File: src/design/qrs_pkg.sv
`default_nettype none
// ----------------------------------------------------------------------------
// qrs_pkg
// Types and constants shared by the quadratic root solver modules.
// ----------------------------------------------------------------------------
package qrs_pkg;

   localparam int COEF_W      = 16;                 // Q8.8 coefficients
   localparam int PROD_W      = 2 * COEF_W;         // a*c, b*b
   localparam int DISC_W      = PROD_W + 3;         // b*b - 4ac, signed
   localparam int MAG_W       = PROD_W + 2;         // |disc|, kept even
   localparam int ROOT_W      = MAG_W / 2;          // isqrt(|disc|)
   localparam int SQRT_STEPS  = ROOT_W;
   localparam int SQ_REM_W    = ROOT_W + 3;
   localparam int NUM_W       = ROOT_W;             // |-b +/- s|
   localparam int NSUM_W      = NUM_W + 2;          // signed numerator
   localparam int DEN_W       = COEF_W + 1;         // |2a|
   localparam int OUT_W       = 32;
   localparam int OUT_FRAC    = 16;
   localparam int QUO_W       = NUM_W + OUT_FRAC;   // unsaturated quotient
   localparam int DIV_STEPS   = QUO_W;
   localparam int DREM_W      = DEN_W + 1;
   localparam int QUEUE_DEPTH = 4;
   localparam int QPTR_W      = $clog2(QUEUE_DEPTH);

   typedef enum logic [1:0] {
      KIND_DISTINCT = 2'd0,
      KIND_EQUAL    = 2'd1,
      KIND_COMPLEX  = 2'd2,
      KIND_A_ZERO   = 2'd3
   } root_kind_type;

   typedef struct packed {
      logic signed [COEF_W-1:0] coef_a;
      logic signed [COEF_W-1:0] coef_b;
      logic signed [COEF_W-1:0] coef_c;
   } req_type;

   typedef struct packed {
      root_kind_type           root_kind;
      logic signed [OUT_W-1:0] first_value;
      logic signed [OUT_W-1:0] second_value;
   } rsp_type;

   // classified transaction, front to back
   typedef struct packed {
      root_kind_type            kind;
      logic [MAG_W-1:0]         disc_mag;
      logic signed [COEF_W-1:0] coef_a;
      logic signed [COEF_W-1:0] coef_b;
   } class_type;

   // square root result with the coefficients it needs downstream
   typedef struct packed {
      root_kind_type            kind;
      logic [ROOT_W-1:0]        root;
      logic signed [COEF_W-1:0] coef_a;
      logic signed [COEF_W-1:0] coef_b;
   } root_type;

endpackage : qrs_pkg
`default_nettype wire

File: src/design/qrs_front.sv
`default_nettype none
// ----------------------------------------------------------------------------
// qrs_front
// Forms b*b and a*c, then the exact discriminant and the root kind.
// ----------------------------------------------------------------------------
module qrs_front import qrs_pkg::*; (
   input  wire logic      clock,
   input  wire logic      reset,
   input  wire logic      enable,
   input  wire logic      in_valid,
   input  wire req_type   in_item,
   output logic           out_valid,
   output class_type      out_item
);

   logic                     s1_vld_ff, s1_vld_in;
   logic signed [PROD_W-1:0] bb_ff, bb_in, ac_ff, ac_in;
   logic signed [COEF_W-1:0] a1_ff, b1_ff;
   logic                     s2_vld_ff;
   class_type                cls_ff, cls_in;
   logic signed [DISC_W-1:0] disc;

   always_comb begin
      s1_vld_in = in_valid;
      bb_in = PROD_W'(in_item.coef_b) * PROD_W'(in_item.coef_b);
      ac_in = PROD_W'(in_item.coef_a) * PROD_W'(in_item.coef_c);
      disc  = DISC_W'(bb_ff) - (DISC_W'(ac_ff) <<< 2);
      cls_in.coef_a   = a1_ff;
      cls_in.coef_b   = b1_ff;
      cls_in.disc_mag = disc[DISC_W-1] ? MAG_W'(-disc) : MAG_W'(disc);
      priority if (a1_ff == '0) begin
         cls_in.kind = KIND_A_ZERO;
      end else if (disc[DISC_W-1]) begin
         cls_in.kind = KIND_COMPLEX;
      end else if (disc == '0) begin
         cls_in.kind = KIND_EQUAL;
      end else begin
         cls_in.kind = KIND_DISTINCT;
      end
   end

   always_ff @(posedge clock) begin
      if (reset) begin
         s1_vld_ff <= 1'b0;
         s2_vld_ff <= 1'b0;
      end else if (enable) begin
         s1_vld_ff <= s1_vld_in;
         s2_vld_ff <= s1_vld_ff;
      end
   end

   always_ff @(posedge clock) begin
      if (enable) begin
         bb_ff  <= bb_in;
         ac_ff  <= ac_in;
         a1_ff  <= in_item.coef_a;
         b1_ff  <= in_item.coef_b;
         cls_ff <= cls_in;
      end
   end

   assign out_valid = s2_vld_ff;
   assign out_item  = cls_ff;

endmodule : qrs_front
`default_nettype wire

File: config.mk
export PLATFORM = sky130hd
export DESIGN_NAME = qrs_front
export DESIGN_NICKNAME = d
export VERILOG_FILES = /design/src/design/qrs_pkg.sv /design/src/design/qrs_front.sv
export SDC_FILE = /design/constraint.sdc
export NUM_CORES = 2
export LEC_CHECK = 0
export ABC_AREA = 0
export BUFFER_PORTS_ARGS = -buffer_cell sky130_fd_sc_hd__buf_4
export CAP_MARGIN = 10
export CORE_MARGIN = 5
export CORE_UTILIZATION = 35
export CTS_CLUSTER_SIZE = 12
export DETAILED_ROUTE_END_ITERATION = 12
export PLACE_DENSITY = 0.57
export SLEW_MARGIN = 25
export SYNTH_ARGS = -nofsm -noshare
export SYNTH_HDL_FRONTEND = slang
export SYNTH_SLANG_ARGS = --single-unit
File: constraint.sdc
create_clock -name clock -period 6.76 [get_ports clock]
set_input_delay 0.676 -clock clock [delete_from_list [all_inputs] [get_ports clock]]
set_output_delay 0.676 -clock clock [all_outputs]
set_load 0.03 [all_outputs]
After elaboration in Yosys (flattened, before gate mapping)
Cells that the tools add are included.
{"block": "classes", "addsub": 2, "mul": 2, "mux": 3, "reduce_logical": 3}
{"operator": "multiplier 16 x 16 -> 32 bit", "count": 2}
{"operator": "logical NOT 35 bit", "count": 1}
{"operator": "subtractor 32 x 34 -> 35 bit", "count": 1}
{"operator": "2-to-1 mux 34 bit", "count": 1}
{"operator": "negator 34 bit", "count": 1}
{"operator": "logical NOT 16 bit", "count": 1}
{"operator": "2-to-1 mux 1 bit", "count": 2}
{"operator": "OR reduction 2 bit", "count": 1}
{"block": "word_totals", "register_bits": 166, "in_bits": 52, "output_inout_bits": 69}

Longest topological paths before layout
{"block": "logic_depth", "word_depth": 4, "mapped_depth": 25}

Worst setup path before layout
OpenSTA, ideal clock, no wires.
{"block": "synth_path", "kind": "input to register", "from": "input port in_item[17] (netlist name)", "to": "register bb_ff[29] (data pin)", "arrival_time_ns": 6.501, "setup_slack_ns": -0.003, "stages": 22, "n_path_buf": 2, "path_cell_list": "clkbuf_1 > clkbuf_1 > nand2_1 > fa_1 > fa_1 > fa_1 > inv_1 > fa_1 > fa_1 > inv_1 > fa_1 > inv_1 > ha_1 > a21o_1 > a21oi_1 > o21ai_0 > a21oi_1 > a211oi_1 > o311ai_0 > nand2_1 > a211oi_1 > xnor2_1"}
{"block": "synth_via", "elab_chain_cells": 1}
{"item": "start: declaration", "line_no": "qrs_front.sv:11", "text": "input wire req_type in_item,"}
{"item": "multiplier 16 x 16 -> 32 bit", "line_no": "qrs_front.sv:25", "text": "bb_in = PROD_W'(in_item.coef_b) * PROD_W'(in_item.coef_b);"}
{"item": "via bb_in[29]", "line_no": "qrs_front.sv:17", "text": "logic signed [PROD_W-1:0] bb_ff, bb_in, ac_ff, ac_in;"}
{"item": "end signal: assignment", "line_no": "qrs_front.sv:54", "text": "bb_ff <= bb_in;"}
{"item": "end: declaration", "line_no": "qrs_front.sv:17"}
The timed path passes the listed nets, and every way through them passes these cells.
A chain may end at the register's enable or synchronous reset.

Worst setup path in the final report
Same ends and word-level chain as after synthesis.

==> metrics.yaml <==
cts.clk_slew.worst_paths_ns: 0.07
critPathRequiredTime_ns: 6.99
synth_top_family_by_area: "adder cells"
crit_slowest_cell: "fa_1"
first_pass_iters: 5
yosysSeqAreaShare: 0.184
grt_antenna_before_repair: 1
synth_top_area_cell: "fa_1"
post-route-period-util: 0.926
cp_common_cell: "fa_1"
synth_edf_count: 161
drive_gt1_frac: 0.0872
synthAdderAreaFrac: 0.473
end_kind: "flop"
synth_xor_area_frac: 0.0440
slew_headroom: 0.387
setup.worst_path.class: "primary input to flop"
hold_viol_final: 0
die_w_um: 285
synth_cell_types: 76
synth_top_area_frac: 0.375
fmax_mhz: 160
grt_pass1_wl_um: 100000
syn_nets: 3417
ant_nets: 0
synth_flop_cell: "edfxtp_1"
synth_compound_area_frac: 0.0729
cts_sinks: 163
hold_buffers: 0
reg2reg_slack_ns: 2.17
drv_slew: 0
setup_viol: 0
cts_inserted_buffers: 17
num_io_pins: 121
cts_tree: "yes"
tightest_slew_ns: 0.920
path_delay_family: "adder cells"
critPathArrivalTime_ns: 6.49
via_per_inst: 4.75
h-tree-depth: 4
path_cells: "buf_4 > and2_1 > fa_1 > inv_1 > fa_1 > fa_1 > fa_1 > inv_1 > fa_1 > fa_1 > ha_1 > a21o_1 > a21o_1 > a21oi_1 > o21ai_0 > a21oi_1 > a211oi_1 > o311ai_1 > nand2_1 > a211oi_1 > xnor2_1"
syn_to_final_growth_pct: 11.1
cts-root-buf: "clkbuf_16"
grt_max_degree: 101
routedWlPerCell_um: 15.6
place_hpwl_um: 49200
layout.nets: 3552
rsz0062_at_grt: "false"
ys_warn_count: 0
io_buffers: 120
synthMuxAreaShare: 0.00151
clk_latency_ns: 0.49
gp_congestion: 0.872
skew_ns: 0.0158
critPathLaunchType: "primary input"
first_global_vias: 19435
netlist_instances: 2662
route.detailed.drc: 0
vias: 18008
critPathMaxStageDelay_ns: 0.56
clock_path_buffers: 2
grt.overflow.total: 0
syn_area_mm2: 0.0265
ys_async_sr_fraction: 0
postCtsSetupBuffers: 0
dieArea_mm2: 0.0813
hold_class: "primary input to flop"
crit_buf_inv: 3
worst-path-max-fanout: 12
start_util: 0.351
avgSynthCellArea_um2: 9.96
ys_top_cells_by_area: "fa_1, edfxtp_1, ha_1"
yosysMostFrequentCell: "inv_1"
synth_common_cells: "inv_1, fa_1, nand2_1, ha_1, and2_1"
wl_um: 59100
fp.dieH_um: 285
row_count: 101
tns_ns: 0
synth-simple-area-share: 0.122
grt_use_total: 0.154
n_antenna_cell: 0
ys_ff_latch: 163
core_mm2: 0.0756
drt_iter0_drc: 926
status: "complete, no violations"
post_cts_resized: 0
max-cap-violations: 0
finalCriticalPeriod_ns: 6.26
[kinds of logic (layout without fill, tap and decap cells)]
| family | after synthesis | in the layout |
|---|---|---|
| AOI/OAI and AO/OA | 283 | 283 |
| DFF | 163 | 163 |
| muxes | 4 | 4 |
| buffers and inverters | 725 | 873 |
| xor gates and xnor gates | 133 | 133 |
| adders and majority gates | 703 | 703 |
| and+or+nand+nor | 651 | 651 |
[layer usage]
layer	vias up	global-route usage	wire length (um)
met1	9196	0.210	27100
li1	8501	-	-
met2	253	0.265	29400
met5	-	0	0
met4	0	0.0390	987
met3	58	0.0161	1620
[final timing paths]
kind                                  start           end  cells after the start
worst max-delay path            in_item[17]     bb_ff[29]                     21
worst min-delay path                  reset     s1_vld_ff                      2
worst min register to register     b1_ff[9]   out_item[9]                      0
worst max register to register     bb_ff[2]  out_item[66]                     14
[layout by cell type, fill, tap and decap left out, types with 30 or more instances in the layout]
master	instances
inv_1	659
fa_1	497
nand2_1	244
ha_1	206
buf_4	180
and2_1	168
edfxtp_1	161
xnor2_1	103
nor2_1	94
a21oi_1	79
o21ai_0	42
a21o_1	40
xor2_1	30
[state kept, by name, summed over array words and instances, names as in the netlist]
| register | count |
|---|---|
| b1_ff | 15 |
| ac_ff | 32 |
| out_valid | 1 |
| a1_ff | 16 |
| s1_vld_ff | 1 |
| bb_ff | 31 |
| out_item | 67 |
[metrics by stage]
stage                     std cells  cell area [um2]  setup WS, ns   util  hold WS, ns
after floorplan                2662            26500         0.114      -        0.400
after global placement         3756            28900        0.0661  0.382        0.401
after detailed placement       3756            28900        0.0222  0.382        0.405
after CTS                      3788            29400         0.548  0.390        0.303
after global routing           3788            29400         0.150  0.390        0.328
final                          3788            29400         0.500  0.390        0.350
[cell type report]
cell class	count	area (um2)
tap	978	1220
clock buffer	17	425
timing repair buffer	182	1390
clock inverter	15	156
fill	7588	46100
sequential	163	4870
inverter	659	2470
multi-input combinational	1774	18900
Power is left out: the tool's default activity adds up to more than one toggle a clock period on the data nets, which glitch-free logic cannot reach.
