### src/design/qrs_pkg.sv
`default_nettype none
// ----------------------------------------------------------------------------
// qrs_pkg
// Types and constants shared by the quadratic root solver modules.
// ----------------------------------------------------------------------------
package qrs_pkg;

   localparam int COEF_W      = 16;                 // Q8.8 coefficients
   localparam int PROD_W      = 2 * COEF_W;         // a*c, b*b
   localparam int DISC_W      = PROD_W + 3;         // b*b - 4ac, signed
   localparam int MAG_W       = PROD_W + 2;         // |disc|, kept even
   localparam int ROOT_W      = MAG_W / 2;          // isqrt(|disc|)
   localparam int SQRT_STEPS  = ROOT_W;
   localparam int SQ_REM_W    = ROOT_W + 3;
   localparam int NUM_W       = ROOT_W;             // |-b +/- s|
   localparam int NSUM_W      = NUM_W + 2;          // signed numerator
   localparam int DEN_W       = COEF_W + 1;         // |2a|
   localparam int OUT_W       = 32;
   localparam int OUT_FRAC    = 16;
   localparam int QUO_W       = NUM_W + OUT_FRAC;   // unsaturated quotient
   localparam int DIV_STEPS   = QUO_W;
   localparam int DREM_W      = DEN_W + 1;
   localparam int QUEUE_DEPTH = 4;
   localparam int QPTR_W      = $clog2(QUEUE_DEPTH);

   typedef enum logic [1:0] {
      KIND_DISTINCT = 2'd0,
      KIND_EQUAL    = 2'd1,
      KIND_COMPLEX  = 2'd2,
      KIND_A_ZERO   = 2'd3
   } root_kind_type;

   typedef struct packed {
      logic signed [COEF_W-1:0] coef_a;
      logic signed [COEF_W-1:0] coef_b;
      logic signed [COEF_W-1:0] coef_c;
   } req_type;

   typedef struct packed {
      root_kind_type           root_kind;
      logic signed [OUT_W-1:0] first_value;
      logic signed [OUT_W-1:0] second_value;
   } rsp_type;

   // classified transaction, front to back
   typedef struct packed {
      root_kind_type            kind;
      logic [MAG_W-1:0]         disc_mag;
      logic signed [COEF_W-1:0] coef_a;
      logic signed [COEF_W-1:0] coef_b;
   } class_type;

   // square root result with the coefficients it needs downstream
   typedef struct packed {
      root_kind_type            kind;
      logic [ROOT_W-1:0]        root;
      logic signed [COEF_W-1:0] coef_a;
      logic signed [COEF_W-1:0] coef_b;
   } root_type;

endpackage : qrs_pkg
`default_nettype wire

### src/design/qrs_divide.sv
`default_nettype none
// ----------------------------------------------------------------------------
// qrs_divide
// Builds both numerators, then two restoring dividers by |2a| in lockstep,
// one quotient bit per stage, with sign fix and Q16.16 saturation.
// ----------------------------------------------------------------------------
module qrs_divide import qrs_pkg::*; (
   input  wire logic     clock,
   input  wire logic     reset,
   input  wire logic     enable,
   input  wire logic     in_valid,
   input  wire root_type in_item,
   output logic          out_valid,
   output rsp_type       out_item
);

   typedef struct packed {
      logic [QUO_W-1:0]  num;
      logic [DREM_W-1:0] rem;
      logic [QUO_W-1:0]  quo;
   } div_lane_type;

   typedef struct packed {
      root_kind_type    kind;
      logic [DEN_W-1:0] den;
      logic             neg1;
      logic             neg2;
      div_lane_type     l1;
      div_lane_type     l2;
   } div_state_type;

   div_state_type        st_ff [DIV_STEPS+1];
   div_state_type        st_in [DIV_STEPS+1];
   logic [DIV_STEPS:0]   vld_ff, vld_in;

   logic signed [NSUM_W-1:0] nb, sx, n1, n2;
   logic signed [DEN_W:0]    two_a;

   function automatic div_lane_type div_step(input div_lane_type s,
                                             input logic [DEN_W-1:0] den);
      logic [DREM_W-1:0] r;
      div_lane_type      o;
      r     = {s.rem[DREM_W-2:0], s.num[QUO_W-1]};
      o.num = {s.num[QUO_W-2:0], 1'b0};
      if (r >= {1'b0, den}) begin
         o.rem = r - {1'b0, den};
         o.quo = {s.quo[QUO_W-2:0], 1'b1};
      end else begin
         o.rem = r;
         o.quo = {s.quo[QUO_W-2:0], 1'b0};
      end
      return o;
   endfunction

   function automatic logic [OUT_W-1:0] saturate(input logic [QUO_W-1:0] q,
                                                 input logic neg);
      logic over;
      over = |q[QUO_W-1:OUT_W-1];
      if (neg) begin
         return over ? {1'b1, {(OUT_W-1){1'b0}}} : -q[OUT_W-1:0];
      end
      return over ? {1'b0, {(OUT_W-1){1'b1}}} : q[OUT_W-1:0];
   endfunction

   always_comb begin
      nb    = -NSUM_W'(in_item.coef_b);
      sx    = NSUM_W'({1'b0, in_item.root});
      two_a = (DEN_W+1)'(in_item.coef_a) <<< 1;
      unique case (in_item.kind)
         KIND_DISTINCT: begin n1 = nb + sx; n2 = nb - sx; end
         KIND_COMPLEX:  begin n1 = nb;      n2 = sx;      end
         default:       begin n1 = nb;      n2 = nb;      end
      endcase
      st_in[0].kind   = in_item.kind;
      st_in[0].den    = two_a[DEN_W] ? DEN_W'(-two_a) : DEN_W'(two_a);
      st_in[0].neg1   = n1[NSUM_W-1] != in_item.coef_a[COEF_W-1];
      st_in[0].neg2   = n2[NSUM_W-1] != in_item.coef_a[COEF_W-1];
      st_in[0].l1.num = {(n1[NSUM_W-1] ? NUM_W'(-n1) : NUM_W'(n1)), {OUT_FRAC{1'b0}}};
      st_in[0].l2.num = {(n2[NSUM_W-1] ? NUM_W'(-n2) : NUM_W'(n2)), {OUT_FRAC{1'b0}}};
      st_in[0].l1.rem = '0;
      st_in[0].l1.quo = '0;
      st_in[0].l2.rem = '0;
      st_in[0].l2.quo = '0;
      vld_in[0]       = in_valid;
      for (int k = 0; k < DIV_STEPS; k++) begin
         st_in[k+1]    = st_ff[k];
         st_in[k+1].l1 = div_step(st_ff[k].l1, st_ff[k].den);
         st_in[k+1].l2 = div_step(st_ff[k].l2, st_ff[k].den);
         vld_in[k+1]   = vld_ff[k];
      end
   end

   always_ff @(posedge clock) begin
      if (reset) begin
         vld_ff <= '0;
      end else if (enable) begin
         vld_ff <= vld_in;
      end
   end

   always_ff @(posedge clock) begin
      if (enable) st_ff <= st_in;
   end

   always_comb begin
      out_valid          = vld_ff[DIV_STEPS];
      out_item.root_kind = st_ff[DIV_STEPS].kind;
      if (st_ff[DIV_STEPS].kind == KIND_A_ZERO) begin
         out_item.first_value  = '0;
         out_item.second_value = '0;
      end else begin
         out_item.first_value  = saturate(st_ff[DIV_STEPS].l1.quo, st_ff[DIV_STEPS].neg1);
         out_item.second_value = saturate(st_ff[DIV_STEPS].l2.quo, st_ff[DIV_STEPS].neg2);
      end
   end

endmodule : qrs_divide
`default_nettype wire

### config.mk
export PLATFORM = sky130hd
export DESIGN_NAME = qrs_divide
export DESIGN_NICKNAME = d
export VERILOG_FILES = /design/src/design/qrs_pkg.sv /design/src/design/qrs_divide.sv
export SDC_FILE = /design/constraint.sdc
export NUM_CORES = 2
export LEC_CHECK = 0
export BUFFER_PORTS_ARGS = -buffer_cell sky130_fd_sc_hd__buf_2
export CAP_MARGIN = 30
export CORE_MARGIN = 5
export CORE_UTILIZATION = 42
export DETAILED_ROUTE_END_ITERATION = 10
export PLACE_DENSITY = 0.58
export SYNTH_ARGS = -nofsm -noshare
export SYNTH_HDL_FRONTEND = slang
export SYNTH_SLANG_ARGS = --single-unit
export TNS_END_PERCENT = 20
### constraint.sdc
create_clock -name clock -period 7.85 [get_ports clock]
set_clock_uncertainty 0.1 [all_clocks]
set_input_delay 0.3925 -clock clock [delete_from_list [all_inputs] [get_ports clock]]
set_output_delay 0.3925 -clock clock [all_outputs]
set_load 0.005 [all_outputs]
Word level (Yosys, flattened, before mapping)
Index checks and enable logic that the tools add are counted.
{ "word_totals": {"ff_bits": 4239, "output_inout_bits": 67} }
{ "classes": {"add_sub_neg": 72, "magnitude_cmp": 66, "eq_ne": 4, "mux": 84, "reduce_logical": 3} }
{ "ops": {"columns": ["op", "count"], "rows": [
  ["$mux 50", 62],
  ["$ge 18x17->1", 64],
  ["$sub 17x17->17", 62],
  ["$mux 32", 8],
  ["$mux 34", 2],
  ["$mux 64", 1],
  ["$neg 32->32", 2],
  ["$neg 17->17", 3],
  ["$pmux 19 s2", 1],
  ["$ge 1x17->1", 2],
  ["$mux 17", 2],
  ["$sub 1x17->17", 2],
  ["$add 19x18->19", 1],
  ["$mux 19", 1],
  ["$neg 16->19", 1],
  ["$sub 19x18->19", 1],
  ["$mux 16", 1],
  ["$mux 1", 6],
  ["$eq 2x2->1 const B", 2],
  ["$reduce_or 2->1", 2],
  ["$logic_not 2->1", 1],
  ["$ne 1x1->1", 2]
]} }

Logic depth before layout (Yosys ltp)
{ "logic_depth": {"depth_word": 5, "mapped_depth": 17, "ltp_nobuf": 16} }

Worst setup path after synthesis
Ideal clock, no wire load.
{ "synth_timing": {"path_type": "input-to-reg", "from": "input in_item[1] in the netlist's numbering", "to": "register st_ff[6320] in the netlist's numbering (data pin)", "setup_ns": 0.263, "arrival_time_ns": 3.822, "slack_ns": 3.665, "cell_stages": 15, "n_path_buf": 1, "path_cell_list": "or4_4 > nor4_4 > xnor2_1 > ha_1 > clkbuf_1 > nand2_1 > o21ai_0 > nand2_1 > xnor2_1 > o21ai_0 > mux2i_1 > o311ai_2 > or4_4 > o41ai_2 > xnor2_1"} }
{ "synth_lines": {"columns": ["item", "line", "source"], "rows": [
  ["start: declaration", "qrs_divide.sv:12", "input wire root_type in_item,"],
  ["end signal: assignment", "qrs_divide.sv:102", "if (enable) st_ff <= st_in;"],
  ["end: declaration", "qrs_divide.sv:32", "div_state_type st_ff [DIV_STEPS+1];"]
]} }

==> Flow_metrics.wiki <==
{| class="wikitable"
! Metric !! Value
|-
| Initial core utilization || 0.421
|-
| Bufs on Longest Clock Path || 4
|-
| Die Area || 0.388 mm2
|-
| Synth top area share || 0.599
|-
| Clock network fraction of total power || 0.227
|-
| Die Span Y || 623 um
|-
| Cell leakage power || 67.8 nW
|-
| Commonest non-fill, non-tap cell in the layout || edfxtp_1
|-
| Sequential share of power || 0.383
|-
| Std-Cell Core Area || 0.375 mm2
|-
| Area of the multi-input gates || 0.0587 mm2
|-
| Maximum fanout along the worst path || 11
|-
| Crit path max-delay cell type || a2111oi_0
|-
| Setup violations, final || 0
|-
| Leading area contributor after synthesis || edfxtp_1
|-
| Post-layout nets || 13800
|-
| Clock input transition at the sequential cells of the worst setup and hold paths || 0.05 ns
|-
| Proportion of synthesized chip area in sequential cells || 0.604
|-
| Fill cell total of the finished layout || 33200
|-
| Cell internal pwr || 45.5 mW
|-
| Maxcap violations || 0
|-
| Longest individual stage delay on the worst path || 0.61 ns
|-
| Data required, critical path || 8.35 ns
|-
| RD Place Congestion || 0.897
|-
| Worst path cell trace || dlygate4sd3_1 > buf_2 > inv_1 > ha_1 > nor3b_1 > xor2_1 > inv_1 > ha_1 > nor2_1 > a2111oi_0 > buf_4 > or4b_1 > nand3_1 > a211o_1 > a21o_1 > a32o_1 > nor2_1 > buf_4 > o21ba_2 > xor2_1
|-
| Cell area after synthesis || 0.158 mm2
|-
| Largest cells by area after synthesis || edfxtp_1 60%, ha_1 8.7%, mux2_2 3.9%, xnor2_1 2.9%, o21ai_0 2.2%
|-
| Critical setup path kind || in2reg
|-
| Combinational share of power || 0.390
|-
| Final number of max-transition violations || 0
|-
| Total routing usage reported by global routing || 0.186
|-
| Number of clock buffers inserted by TritonCTS || 346
|-
| Clk root buf || clkbuf_16
|-
| TritonCTS clock tree || built
|-
| Sinks on the clock net || 3184
|-
| CP top delay family || compound AO/OA/AOI/OAI gates
|-
| Post-DRT Antenna Nets || 0
|-
| Slew of the pin with the lowest slew margin || 1.06 ns
|-
| Total nets after synthesis || 13400
|-
| Worst setup slack before clock tree synthesis || 2.09 ns
|-
| Remaining global-route overflow || 0
|-
| Max-slew headroom at the worst pin || 0.292
|-
| Yosys Warn Count || 0
|-
| Switching power of the nets || 24.4 mW
|-
| Hold violation total from the final report || 0
|-
| Most common flop cell mapped by yosys || edfxtp_1
|-
| Ports placed on the boundary || 122
|-
| Power per Cell Area || 395 mW/mm2
|-
| Register bit count reported by yosys || 3184
|-
| H-tree depth || 5
|-
| Via Count || 95500
|-
| Worst Path Buf+Inv || 6
|-
| Die Span X || 623 um
|-
| Setup repair after global routing missed its margin || no
|-
| Synth cell types || 89
|-
| Wire length per cell || 20.8 um
|-
| Async S/R FF share, synth || 0
|-
| Critical Path End Type || flop
|-
| Status || completed
|-
| Clock period minus worst slack || 5.03 ns
|-
| Maximum clock rate || 0.199 GHz
|-
| Number of gates resized after CTS || 0
|-
| Port buffer count || 121
|-
| Share of layout cells above drive strength 1 || 0.111
|-
| Number of placement rows || 225
|-
| Area used by sequential logic in the layout || 0.0953 mm2
|-
| Switching power as a share of total power || 0.349
|-
| Type of the most critical hold path || in2reg
|-
| Wire length of the first global-routing pass || 569000 um
|-
| Largest net degree at the start of global routing || 196
|-
| Number of instances in the synthesized netlist || 12200
|-
| HPWL after detailed placement || 278000 um
|-
| Element type at the critical path start || input pin
|-
| Hold_ws || 0.0815 ns
|-
| Leading cell types in the layout, fill and taps excluded || 3150 x edfxtp_1, 1098 x ha_1, 884 x nor2_1
|-
| Initial antenna violation count || 8
|-
| Drt via density || 5.34
|-
| Detailed-route DRC error count || 0
|-
| Clock insertion delay at the later pin of the skew report || 0.93 ns
|-
| Drt initial violations || 6818
|-
| Post-synth EDFFs || 3150
|-
| Data arrival, critical path || 5.53 ns
|-
| Area growth from synthesis to layout || 12.0%
|-
| Period Utilization, post-route || 0.640
|-
| Sum of routed wire length over all layers || 372000 um
|-
| Length of the first detailed-routing pass in iterations || 6
|-
| Final setup margin || 2.82 ns
|-
| Max IR drop VDD || 0.184 mV
|-
| Post-Synthesis Mean Instance Area || 13.0 um2
|-
| Number of global-route vias before repair || 95000
|-
| Final setup TNS || 0 ns
|-
| # Post-CTS Setup Buffers || 0
|}
-- metal layers --
layer | up-vias | wire [um] | part of all wire | track usage
li1 | 46400 | - | - | -
met1 | 46800 | 176000 | 0.47 | 0.265
met2 | 1886 | 173000 | 0.47 | 0.306
met3 | 464 | 14200 | 0.038 | 0.0202
met4 | 2 | 8280 | 0.022 | 0.0439
met5 | - | 12 | 0.000032 | 0
-- cell usage after synthesis, types with 28 or more instances --
| cell type | count |
|---|---|
| xor2_1 | 276 |
| o21ai_1 | 59 |
| a311oi_1 | 28 |
| a31o_2 | 34 |
| o21bai_1 | 80 |
| nand3_1 | 114 |
| fa_1 | 30 |
| dfxtp_1 | 34 |
| or3_1 | 66 |
| o21a_1 | 236 |
| o21ai_0 | 698 |
| edfxtp_1 | 3150 |
| nor2_1 | 884 |
| o41ai_1 | 75 |
| nor2b_1 | 146 |
| clkbuf_1 | 149 |
| a31oi_1 | 76 |
| inv_1 | 882 |
| o31ai_1 | 95 |
| and2_1 | 43 |
| a21boi_0 | 153 |
| mux2i_1 | 107 |
| nand4_1 | 123 |
| or2_2 | 64 |
| a211o_1 | 29 |
| a211oi_1 | 75 |
| xnor2_1 | 530 |
| mux2_1 | 30 |
| and3_1 | 43 |
| mux2_2 | 550 |
| a21o_1 | 281 |
| nand2b_1 | 166 |
| ha_1 | 1098 |
| nand2_1 | 625 |
| a21oi_1 | 577 |
| nor3_1 | 229 |
-- path summary, 6_finish.rpt --
kind / from / endpoint / slack, ns / cells after the start
min: in_item[42] / st_ff[6314]$_DFFE_PP_ / 0.08 / 4
max reg2reg: st_ff[4141]$_DFFE_PP_ / st_ff[3828]$_DFFE_PP_ / 3.53 / 12
max: in_item[0] / st_ff[6400]$_DFFE_PP_ / 2.82 / 20
min reg2reg: st_ff[4731]$_DFFE_PP_ / st_ff[4543]$_DFFE_PP_ / 0.28 / 0
-- through the flow --
stage | std cells | cell area [um2] | utilization | power, mW
final | 17900 | 177000 | 0.472 | 69.8
after global routing | 17900 | 177000 | 0.472 | 74.2
after CTS | 17900 | 177000 | 0.471 | 70.4
after detailed placement | 17200 | 165000 | 0.441 | 54.1
after global placement | 17200 | 165000 | 0.440 | 53.5
after floorplan | 12200 | 158000 | - | 45.5
-- layout make-up --
cell class / instances / area share
clock inverter: 199 / 0.0112
multi-input combinational: 7917 / 0.332
antenna: 5 / 0.0000708
tap: 4994 / 0.0353
sequential: 3184 / 0.539
timing repair buffer: 277 / 0.0127
inverter: 886 / 0.0188
clock buffer: 419 / 0.0509
-- worst register-to-register path, cell delays in order (launching register included) --
cell,delay [ns]
edfxtp_1,0.39
inv_1,0.10
ha_1,0.27
nor2b_1,0.15
o21ai_1,0.16
a21boi_0,0.13
o21ai_0,0.24
a21boi_1,0.16
o31ai_1,0.34
a31oi_1,0.14
nor3_1,0.58
clkinv_1,0.79
mux2_2,0.52
-- state kept, by name (all words and copies together), names as in the netlist --
register,flops
vld_ff,34
st_ff,3148
out_item,2
-- repair_timing --
action | 4_1_cts | 5_1_grt
hold endpoints to repair | 170 | 0
setup endpoints to repair | 0 | 0
hold buffers | 41 | 0
-- power by group through the flow --
| stage | sequential, mW | combinational [mW] | clock [mW] |
|---|---|---|---|
| 2_1_floorplan | 25.5 | 20.0 | 0 |
| 3_3_place_gp | 27.2 | 26.3 | 0 |
| 3_5_place_dp | 27.1 | 26.9 | 0 |
| 4_1_cts | 26.9 | 27.2 | 16.4 |
| 5_1_grt | 27.1 | 30.1 | 17.0 |
| 6_report | 26.8 | 27.3 | 15.8 |
-- cell families after synthesis --
group	Yosys count	share of synthesized area
xor gates and xnor gates	806	0.0447
muxes	687	0.0482
adders and majority gates	1128	0.0908
AOI/OAI and AO/OA	2662	0.108
DFF	3184	0.604
and+or+nand+nor	2634	0.0792
buffers and inverters	1067	0.0256
Note: power is estimated with default switching activity, not from simulation.
