--- src/design/qrs_pkg.sv ---
`default_nettype none
// ----------------------------------------------------------------------------
// qrs_pkg
// Types and constants shared by the quadratic root solver modules.
// ----------------------------------------------------------------------------
package qrs_pkg;

   localparam int COEF_W      = 16;                 // Q8.8 coefficients
   localparam int PROD_W      = 2 * COEF_W;         // a*c, b*b
   localparam int DISC_W      = PROD_W + 3;         // b*b - 4ac, signed
   localparam int MAG_W       = PROD_W + 2;         // |disc|, kept even
   localparam int ROOT_W      = MAG_W / 2;          // isqrt(|disc|)
   localparam int SQRT_STEPS  = ROOT_W;
   localparam int SQ_REM_W    = ROOT_W + 3;
   localparam int NUM_W       = ROOT_W;             // |-b +/- s|
   localparam int NSUM_W      = NUM_W + 2;          // signed numerator
   localparam int DEN_W       = COEF_W + 1;         // |2a|
   localparam int OUT_W       = 32;
   localparam int OUT_FRAC    = 16;
   localparam int QUO_W       = NUM_W + OUT_FRAC;   // unsaturated quotient
   localparam int DIV_STEPS   = QUO_W;
   localparam int DREM_W      = DEN_W + 1;
   localparam int QUEUE_DEPTH = 4;
   localparam int QPTR_W      = $clog2(QUEUE_DEPTH);

   typedef enum logic [1:0] {
      KIND_DISTINCT = 2'd0,
      KIND_EQUAL    = 2'd1,
      KIND_COMPLEX  = 2'd2,
      KIND_A_ZERO   = 2'd3
   } root_kind_type;

   typedef struct packed {
      logic signed [COEF_W-1:0] coef_a;
      logic signed [COEF_W-1:0] coef_b;
      logic signed [COEF_W-1:0] coef_c;
   } req_type;

   typedef struct packed {
      root_kind_type           root_kind;
      logic signed [OUT_W-1:0] first_value;
      logic signed [OUT_W-1:0] second_value;
   } rsp_type;

   // classified transaction, front to back
   typedef struct packed {
      root_kind_type            kind;
      logic [MAG_W-1:0]         disc_mag;
      logic signed [COEF_W-1:0] coef_a;
      logic signed [COEF_W-1:0] coef_b;
   } class_type;

   // square root result with the coefficients it needs downstream
   typedef struct packed {
      root_kind_type            kind;
      logic [ROOT_W-1:0]        root;
      logic signed [COEF_W-1:0] coef_a;
      logic signed [COEF_W-1:0] coef_b;
   } root_type;

endpackage : qrs_pkg
`default_nettype wire

--- src/design/qrs_sqrt.sv ---
`default_nettype none
// ----------------------------------------------------------------------------
// qrs_sqrt
// Pipelined integer square root, one result bit per stage.
// ----------------------------------------------------------------------------
module qrs_sqrt import qrs_pkg::*; (
   input  wire logic      clock,
   input  wire logic      reset,
   input  wire logic      enable,
   input  wire logic      in_valid,
   input  wire class_type in_item,
   output logic           out_valid,
   output root_type       out_item
);

   typedef struct packed {
      root_kind_type            kind;
      logic signed [COEF_W-1:0] coef_a;
      logic signed [COEF_W-1:0] coef_b;
      logic [MAG_W-1:0]         x;
      logic [SQ_REM_W-1:0]      rem;
      logic [ROOT_W-1:0]        root;
   } sq_state_type;

   sq_state_type          st_ff [SQRT_STEPS+1];
   sq_state_type          st_in [SQRT_STEPS+1];
   logic [SQRT_STEPS:0]   vld_ff, vld_in;

   function automatic sq_state_type sq_step(input sq_state_type s);
      logic [SQ_REM_W-1:0] r2;
      logic [SQ_REM_W-1:0] trial;
      sq_state_type        o;
      o     = s;
      r2    = {s.rem[SQ_REM_W-3:0], s.x[MAG_W-1 -: 2]};
      trial = {1'b0, s.root, 2'b01};
      o.x   = {s.x[MAG_W-3:0], 2'b00};
      if (r2 >= trial) begin
         o.rem  = r2 - trial;
         o.root = {s.root[ROOT_W-2:0], 1'b1};
      end else begin
         o.rem  = r2;
         o.root = {s.root[ROOT_W-2:0], 1'b0};
      end
      return o;
   endfunction

   always_comb begin
      st_in[0].kind   = in_item.kind;
      st_in[0].coef_a = in_item.coef_a;
      st_in[0].coef_b = in_item.coef_b;
      st_in[0].x      = in_item.disc_mag;
      st_in[0].rem    = '0;
      st_in[0].root   = '0;
      vld_in[0]       = in_valid;
      for (int k = 0; k < SQRT_STEPS; k++) begin
         st_in[k+1]  = sq_step(st_ff[k]);
         vld_in[k+1] = vld_ff[k];
      end
   end

   always_ff @(posedge clock) begin
      if (reset) begin
         vld_ff <= '0;
      end else if (enable) begin
         vld_ff <= vld_in;
      end
   end

   always_ff @(posedge clock) begin
      if (enable) st_ff <= st_in;
   end

   assign out_valid       = vld_ff[SQRT_STEPS];
   assign out_item.kind   = st_ff[SQRT_STEPS].kind;
   assign out_item.root   = st_ff[SQRT_STEPS].root;
   assign out_item.coef_a = st_ff[SQRT_STEPS].coef_a;
   assign out_item.coef_b = st_ff[SQRT_STEPS].coef_b;

endmodule : qrs_sqrt
`default_nettype wire

--- config.mk ---
export PLATFORM = sky130hd
export DESIGN_NAME = qrs_sqrt
export DESIGN_NICKNAME = d
export VERILOG_FILES = /design/src/design/qrs_pkg.sv /design/src/design/qrs_sqrt.sv
export SDC_FILE = /design/constraint.sdc
export NUM_CORES = 1
export LEC_CHECK = 0
export BUFFER_PORTS_ARGS = -buffer_cell sky130_fd_sc_hd__buf_2
export CAP_MARGIN = 20
export CORE_MARGIN = 5
export CORE_UTILIZATION = 47
export CTS_CLUSTER_SIZE = 30
export DETAILED_ROUTE_END_ITERATION = 8
export PLACE_DENSITY = 0.73
export SLEW_MARGIN = 20
export SYNTH_ARGS = -nofsm -noshare
export SYNTH_HDL_FRONTEND = slang
export SYNTH_SLANG_ARGS = --single-unit
--- constraint.sdc ---
create_clock -name clock -period 3.5 [get_ports clock]
set_clock_uncertainty 0.1 [all_clocks]
set_input_delay 0.525 -clock clock [delete_from_list [all_inputs] [get_ports clock]]
set_output_delay 0.525 -clock clock [all_outputs]
set_load 0.02 [all_outputs]
# Word-level counts from Yosys, hierarchy flattened
# Cells that the tools add are included.
# Widths: inputs -> output; s select.
# word_totals
register_bits	1498
in_bits	72
out_inout_bits	52
wordCells	156
# op_classes
add_sub_neg	16
order_cmp	17
muxes	17
# ops
op	n
$mux 35	15
$ge 20x19->1	16
$sub 18x18->18	15
$mux 19	1
$sub 2x1->3 const B	1
$ge 2x1->1 const B	1
$mux 1	1

# Logic depth before layout (Yosys ltp)
# Gate-level depths: netlist (run 1).
# depth
ltp_word	2
depth_mapped	12
ltp_nobuf	9

# Worst setup path before layout (run 1)
# OpenSTA, ideal clock, no wires.
# synth_path
path_type	register -> register
from	register st_ff[234] (netlist name)
to	register st_ff[133] (netlist name), data pin
setup_ns	0.260
arrival_ns	2.409
required_time_ns	3.140
slack_ns	0.731
path_stages_with_launch	10
n_path_buf	2
synth_period_minus_slack_ns	2.769
cell_sequence	edfxtp_1 -> ha_1 -> clkbuf_1 -> a21oi_1 -> o21ai_0 -> a2bb2oi_1 -> a211oi_1 -> o21ai_2 -> buf_4 -> mux2_2
# synth_lines
element	line_no	source
start, declared	qrs_sqrt.sv:25	sq_state_type st_ff [SQRT_STEPS+1];
start signal, assigned	qrs_sqrt.sv:70	if (enable) st_ff <= st_in;

==> impl_results.md, run 1 <==
* Vias in the first global route at 26000
* Setup violators final at 0
* Drt via density at 5.02
* Area Growth Syn to Fin at 14.6%
* Avg Cell Area, Syn at 16.5 um^2
* Die Ht at 345 um
* CP endpoint kind: flop
* CP Launch Type: flop
* RSZ-0062 raised after global routing: false
* Synth Register Bits at 1357
* Mapped Area at 52800 um^2
* Net Count, Synth at 3441
* Antenna viol nets, final at 0
* Final std cells w/o fill at 5094
* Slew @ Worst Pin at 0.873 ns
* Layout cell share with drive strength beyond 1 at 12.4%
* Placed cells at 4775
* Tcrit/Tclk final at 92.6%
* Root buf cell: clkbuf_16
* Cells after Synth at 3198
* CTS Buffer Depth at 3
* Clk sinks at 1357
* Diode count at 0
* Die width at 345 um
* Commonest non-fill, non-tap cells in the layout: edfxtp_1 (1339), inv_1 (214), ha_1 (171)
* RD Place Congestion at 0.842
* Num CTS Buffers at 140
* # rows at 123
* Primary FF master, synth: edfxtp_1
* VDD IR max at 0.000487 V
* Avg WL per Cell at 15.1 um
* I/O pin cnt at 124
* Largest net degree at the start of global routing at 114
* PortBufs at 123
* Setup TNS at 0 ns
* Commonest non-fill, non-tap cell in the layout: edfxtp_1
* Via count at 25600
* FILL cells at 8822
* Die area at 119000 um^2
* Drt first-iter violations at 1447
* Initial antenna violation count at 0
* Yosys warns at 0
* Global-route wire length before repair at 127000 um
* Max-Cap Viols at 0
* Relative slew slack at 41.8%
* Synth Area in Adders at 4.05%
* Compound-Gate Fraction of Synth Area at 5.95%
* # DRC at 0
* Combinational family with the most area after synthesis: compound AO/OA/AOI/OAI gates
* Core Box Area at 112000 um^2
* H-tree depth at 4
* Share of synthesized registers carrying an async set or reset at 0%
* Number of synthesized flops with an enable pin at 1339
* Overflow after GRT at 0
* Initial Util at 47.1%
* Slew Viols, Final at 0
* GR Util All Layers at 12.8%
* Ranking of synthesized cells by area: edfxtp_1 (76%), ha_1 (4.1%), xor2_1 (1.6%)
* NumNets Final at 3730
* Number of gates resized after cts at 0
* Clk pin slew, worst setup/hold paths at 0.06 ns
* Minimum clock period at 3.24 ns
* Post-synthesis mux area share at 1.52%
* Status: complete, no violations
* Post-detail-place hpwl at 49100 um
* First-pass iteration count of the detailed router at 5
* Critical Path Fanout Max at 18
* Max Freq at 309 MHz
* Critical path required time at 3.85 ns
* Final Hold Vio Count at 0
* Synth Area in Simple Gates at 5.88%
* Sequential cell area fraction in the yosys report at 76.9%
* Worst min path class: input pin to flop
* Number of library cell types mapped by synthesis at 86
* Synth area leader: edfxtp_1
* CTS tree: built
* Clk_lat worst skew at 0.72 ns
* Critical path data arrival time at 3.59 ns
* Yosys top cell area share at 76.2%
* Critical path class: flop to flop
* Routed WL at 76900 um
* Pleak at 22.2 nW
* PD cells at 623 nW/um^2
* Post-synthesis xor/xnor area fraction at 3.10%
[registers in the layout (all words and copies together), names as in the netlist]
name and count:
st_ff 1288, out_item 51, vld_ff 18
[layout make-up]
type | count | area, um^2 | share of cell area, %
clock buffers | 176 | 3760 | 6.21
repair buffers | 241 | 1950 | 3.23
well taps | 1500 | 1880 | 3.10
multi-input cells | 1532 | 10800 | 17.9
flip-flops and latches | 1357 | 40600 | 67.0
clock inverters | 73 | 714 | 1.18
inverters | 215 | 807 | 1.33
[metrics by stage]
stage	power (mW)	cell area (um^2)	hold slack (ns)	util, %	setup WS, ns
global route	39.4	60500	0.140	54.0	0.0153
finish	37.7	60500	0.163	54.0	0.260
detailed placement	23.8	55300	0.305	49.4	0.208
floorplan	22.6	52800	0.300	-	0.731
global placement	23.6	55300	0.300	49.4	0.164
CTS	38.2	60500	0.126	54.0	0.197
[worst paths after layout]
kind,cells past startpoint,slack [ns],endpoint,start
hold reg to reg,0,0.30,st_ff[490],st_ff[593]
setup / recovery,9,0.26,st_ff[138],st_ff[221]
setup reg to reg,9,0.26,st_ff[138],st_ff[221]
hold / removal,1,0.16,st_ff[1754],enable
[where the power goes]
| group | switching, mW | internal [mW] |
|---|---|---|
| Sequential | 0.562 | 19.5 |
| Clock | 5.86 | 8.32 |
| Combinational | 1.97 | 1.52 |
[cell families (layout without fill, tap and decap cells)]
family	after synthesis	after routing
compound gates	488	488
xor+xnor	187	187
fa+ha+maj	171	171
buf+inv	309	705
flops	1357	1357
mux	74	74
other cells	1	1
simple gates	611	611
[cell usage after synthesis, drive strengths merged (23+ instances only)]
master  instances
o21a           42
inv           215
xnor2          89
o211ai         23
nand2         145
buf            72
ha            171
mux2i          29
nor2          155
o21ai         121
mux2           45
nand4          23
nor3           69
or3            32
edfxtp       1339
a21o           32
nand2b         27
xor2           98
nor4           37
a21oi         136
nand3          30
[worst max-delay path, stage by stage, from the launching register on]
cell	delay, ns
edfxtp_1	0.39
inv_1	0.06
ha_1	0.43
nand3_1	0.17
nor3_1	0.53
o311a_1	0.35
a211oi_1	0.10
o21ai_2	0.15
buf_4	0.31
mux2_2	0.39
[timing repair]
item,in CTS,in global routing
hold endpoints to repair,71,0
hold buffers,70,0
buffers inserted,0,0
[routing by layer]
layer  vias to the layer above  wire length, um  GRT usage [%]
met5                         -                0              0
met4                         0             3190           6.45
li1                      12700                -              -
met2                       461            39800           22.9
met3                       193             3010           2.68
met1                     12300            30900           14.7
Note: power is estimated with default switching activity, not from simulation.
==> run 2, diff against run 1 <==
RECOVER_POWER = 100   (was unset)
==> run 2 against run 1 <==
  * The flow now finishes with violations (max-capacitance violations, max-slew violations)
  * Routed wire length hardly changed
  * Combinational power is 2% lower
  * Global-route usage stayed put
  * Clock power hardly changed
  * Hold slack better by 0.14 ns
  * Non-clock buffer count stayed put
  * Worst setup slack better by 0.0030 ns
  * Core utilization is 0.38 points lower
  * Critical endpoint unchanged
==> impl_results.md, run 2 (synthesis results as in run 1) <==
* FILL cells at 8915 (+1.1%)
* Num CTS Buffers at 140 (unchanged)
* Internal power at 29.3 mW (-0.14%)
* Commonest non-fill, non-tap cells in the layout: edfxtp_1 (1339), inv_1 (215), ha_1 (171)
* Largest net degree at the start of global routing at 114 (unchanged)
* I/O pin cnt at 124 (unchanged)
* Reg2Reg Setup Slack at 0.26 ns (about the same)
* CP max-delay cell: nor3_1
* Via count at 25500 (-0.23%)
* VDD IR max at 0.000491 V (+0.68%)
* Minimum clock period at 3.24 ns (-0.00298 ns)
* CP Launch Type: flop
* Global-route wire length before repair at 127000 um (unchanged)
* Finished Cell Area at 60100 um^2 (-0.70%)
* Drt via density at 5.01 (-0.23%)
* Net Sw Frac at 22.3% (about the same)
* Final hold slack at 0.302 ns (+0.139 ns)
* Final std cells w/o fill at 5094 (unchanged)
* Cts hold-fix bufs at 70 (unchanged)
* Setup TNS at 0 ns (unchanged)
* Initial antenna violation count at 0 (unchanged)
* Tcrit/Tclk final at 92.5% (about the same)
* Combinational fraction of design power at 9.1% (about the same)
* Overflow after GRT at 0 (unchanged)
* Die width at 345 um (unchanged)
* Status: complete, but fails checks
* PD cells at 626 nW/um^2 (+0.56%)
* Critical path required time at 3.85 ns (about the same)
* Post-place setup slack at 0.208 ns (unchanged)
* H-tree depth at 4 (unchanged)
* CP endpoint kind: flop
* Critical Path, Cell by Cell: inv_1, ha_1, nand3_1, nor3_1, o311a_1, a211oi_1, o21ai_2, buf_4, mux2_2
* Placed cells at 4775 (unchanged)
* Critical path class: flop to flop
* First-pass iteration count of the detailed router at 5 (unchanged)
* Diode count at 0 (unchanged)
* Number of gates resized after cts at 0 (unchanged)
* Slew @ Worst Pin at 2.27 ns (+1.39 ns)
* PortBufs at 123 (unchanged)
* Slowest stage delay, CP at 0.53 ns (about the same)
* Relative slew slack at -51.2% (-93 points)
* Initial Util at 47.1% (unchanged)
* GR Util All Layers at 12.8% (unchanged)
* # DRC at 0 (unchanged)
* CTS tree: built
* CTS Buffer Depth at 3 (unchanged)
* Util after Layout at 53.6% (-0.38 points)
* Area post-placement at 55300 um^2 (unchanged)
* # rows at 123 (unchanged)
* Drt first-iter violations at 1479 (+2.2%)
* Commonest non-fill, non-tap cell in the layout: edfxtp_1
* Slew Viols, Final at 76 (+76)
* Die Ht at 345 um (unchanged)
* Post-detail-place hpwl at 49100 um (unchanged)
* Routed WL at 76900 um (about the same)
* RD Place Congestion at 0.842 (unchanged)
* Clk sinks at 1357 (unchanged)
* Final Hold Vio Count at 0 (unchanged)
* Avg WL per Cell at 15.1 um (about the same)
* Final worst slack at 0.263 ns (+0.00298 ns)
* Clk_lat worst skew at 0.72 ns (about the same)
* Die area at 119000 um^2 (unchanged)
* Max reg flops at 1288 (unchanged)
* Max Freq at 309 MHz (about the same)
* Vias in the first global route at 26000 (unchanged)
* RSZ-0062 raised after global routing: false
* Failing checks: max-capacitance violations, max-slew violations
* Critical Path Fanout Max at 18 (unchanged)
* Critical path data arrival time at 3.58 ns (about the same)
* Register name with the most flops: st_ff
* Core Box Area at 112000 um^2 (unchanged)
* Switch Pwr at 8.38 mW (-0.14%)
* Max-Cap Viols at 1 (+1)
* Root buf cell: clkbuf_16
* Post-CTS Setup Bufs at 0 (unchanged)
* Worst min path class: flop to flop
* Clk pin slew, worst setup/hold paths at 0.06 ns (about the same)
* Area Growth Syn to Fin at 13.8%
* Pleak at 21.8 nW (-1.5%)
* Overall power at 37.6 mW (-0.14%)
* Sequential cell fraction of total power at 53.2% (about the same)
* Setup violators final at 0 (unchanged)
* NumNets Final at 3730 (unchanged)
* Antenna viol nets, final at 0 (unchanged)
* Layout cell share with drive strength beyond 1 at 9.68% (-2.7 points)
* Clock power share at 37.7% (about the same)
-- run 2: changes by cell type in the layout (fill, tap and decap cells not counted), sizes merged --
cell,delta
buf,-99
clkbuf,+99
-- run 2: worst max-delay path, delay by kind of cell (launching register included) --
family / cells / cell delay (ns)
AO/OA/AOI/OAI: 3 / 0.60
buffers and inverters: 2 / 0.37
AND/OR/NAND/NOR: 2 / 0.69
flip-flops: 1 / 0.39
multiplexers: 1 / 0.39
adder cells (fa/ha/maj): 1 / 0.43
-- run 2: path summary, 6_finish.rpt --
| check | from | endpoint | depth (start not counted) |
|---|---|---|---|
| setup / recovery | st_ff[221] | st_ff[138] | 9 |
| hold reg to reg | st_ff[1322] | st_ff[1219] | 0 |
| hold / removal | st_ff[1322] | st_ff[1219] | 0 |
| setup reg to reg | st_ff[221] | st_ff[138] | 9 |
-- run 2: layout make-up --
cell class | count | area [um^2] | share of cell area [%]
repair buffers | 241 | 1580 | 2.63
inverters | 215 | 807 | 1.34
clock buffers | 176 | 3760 | 6.25
multi-input cells | 1532 | 10800 | 17.9
clock inverters | 73 | 714 | 1.19
flip-flops and latches | 1357 | 40600 | 67.5
well taps | 1500 | 1880 | 3.12
-- run 2: power groups by stage --
stage                     Clock [mW]  Sequential [mW]  Combinational [mW]
after floorplan                    0             20.2                2.46
after global placement             0             20.3                3.33
after detailed placement           0             20.4                3.41
after CTS                       14.7             20.0                3.50
after global routing            15.4             20.2                3.83
final                           14.2             20.0                3.42
-- run 2: per-layer routing --
layer	up-vias	wire length (um)	track usage (%)
li1	12700	-	-
met1	12200	30800	14.7
met2	454	39800	22.9
met3	196	2980	2.68
met4	0	3220	6.45
met5	-	0	0
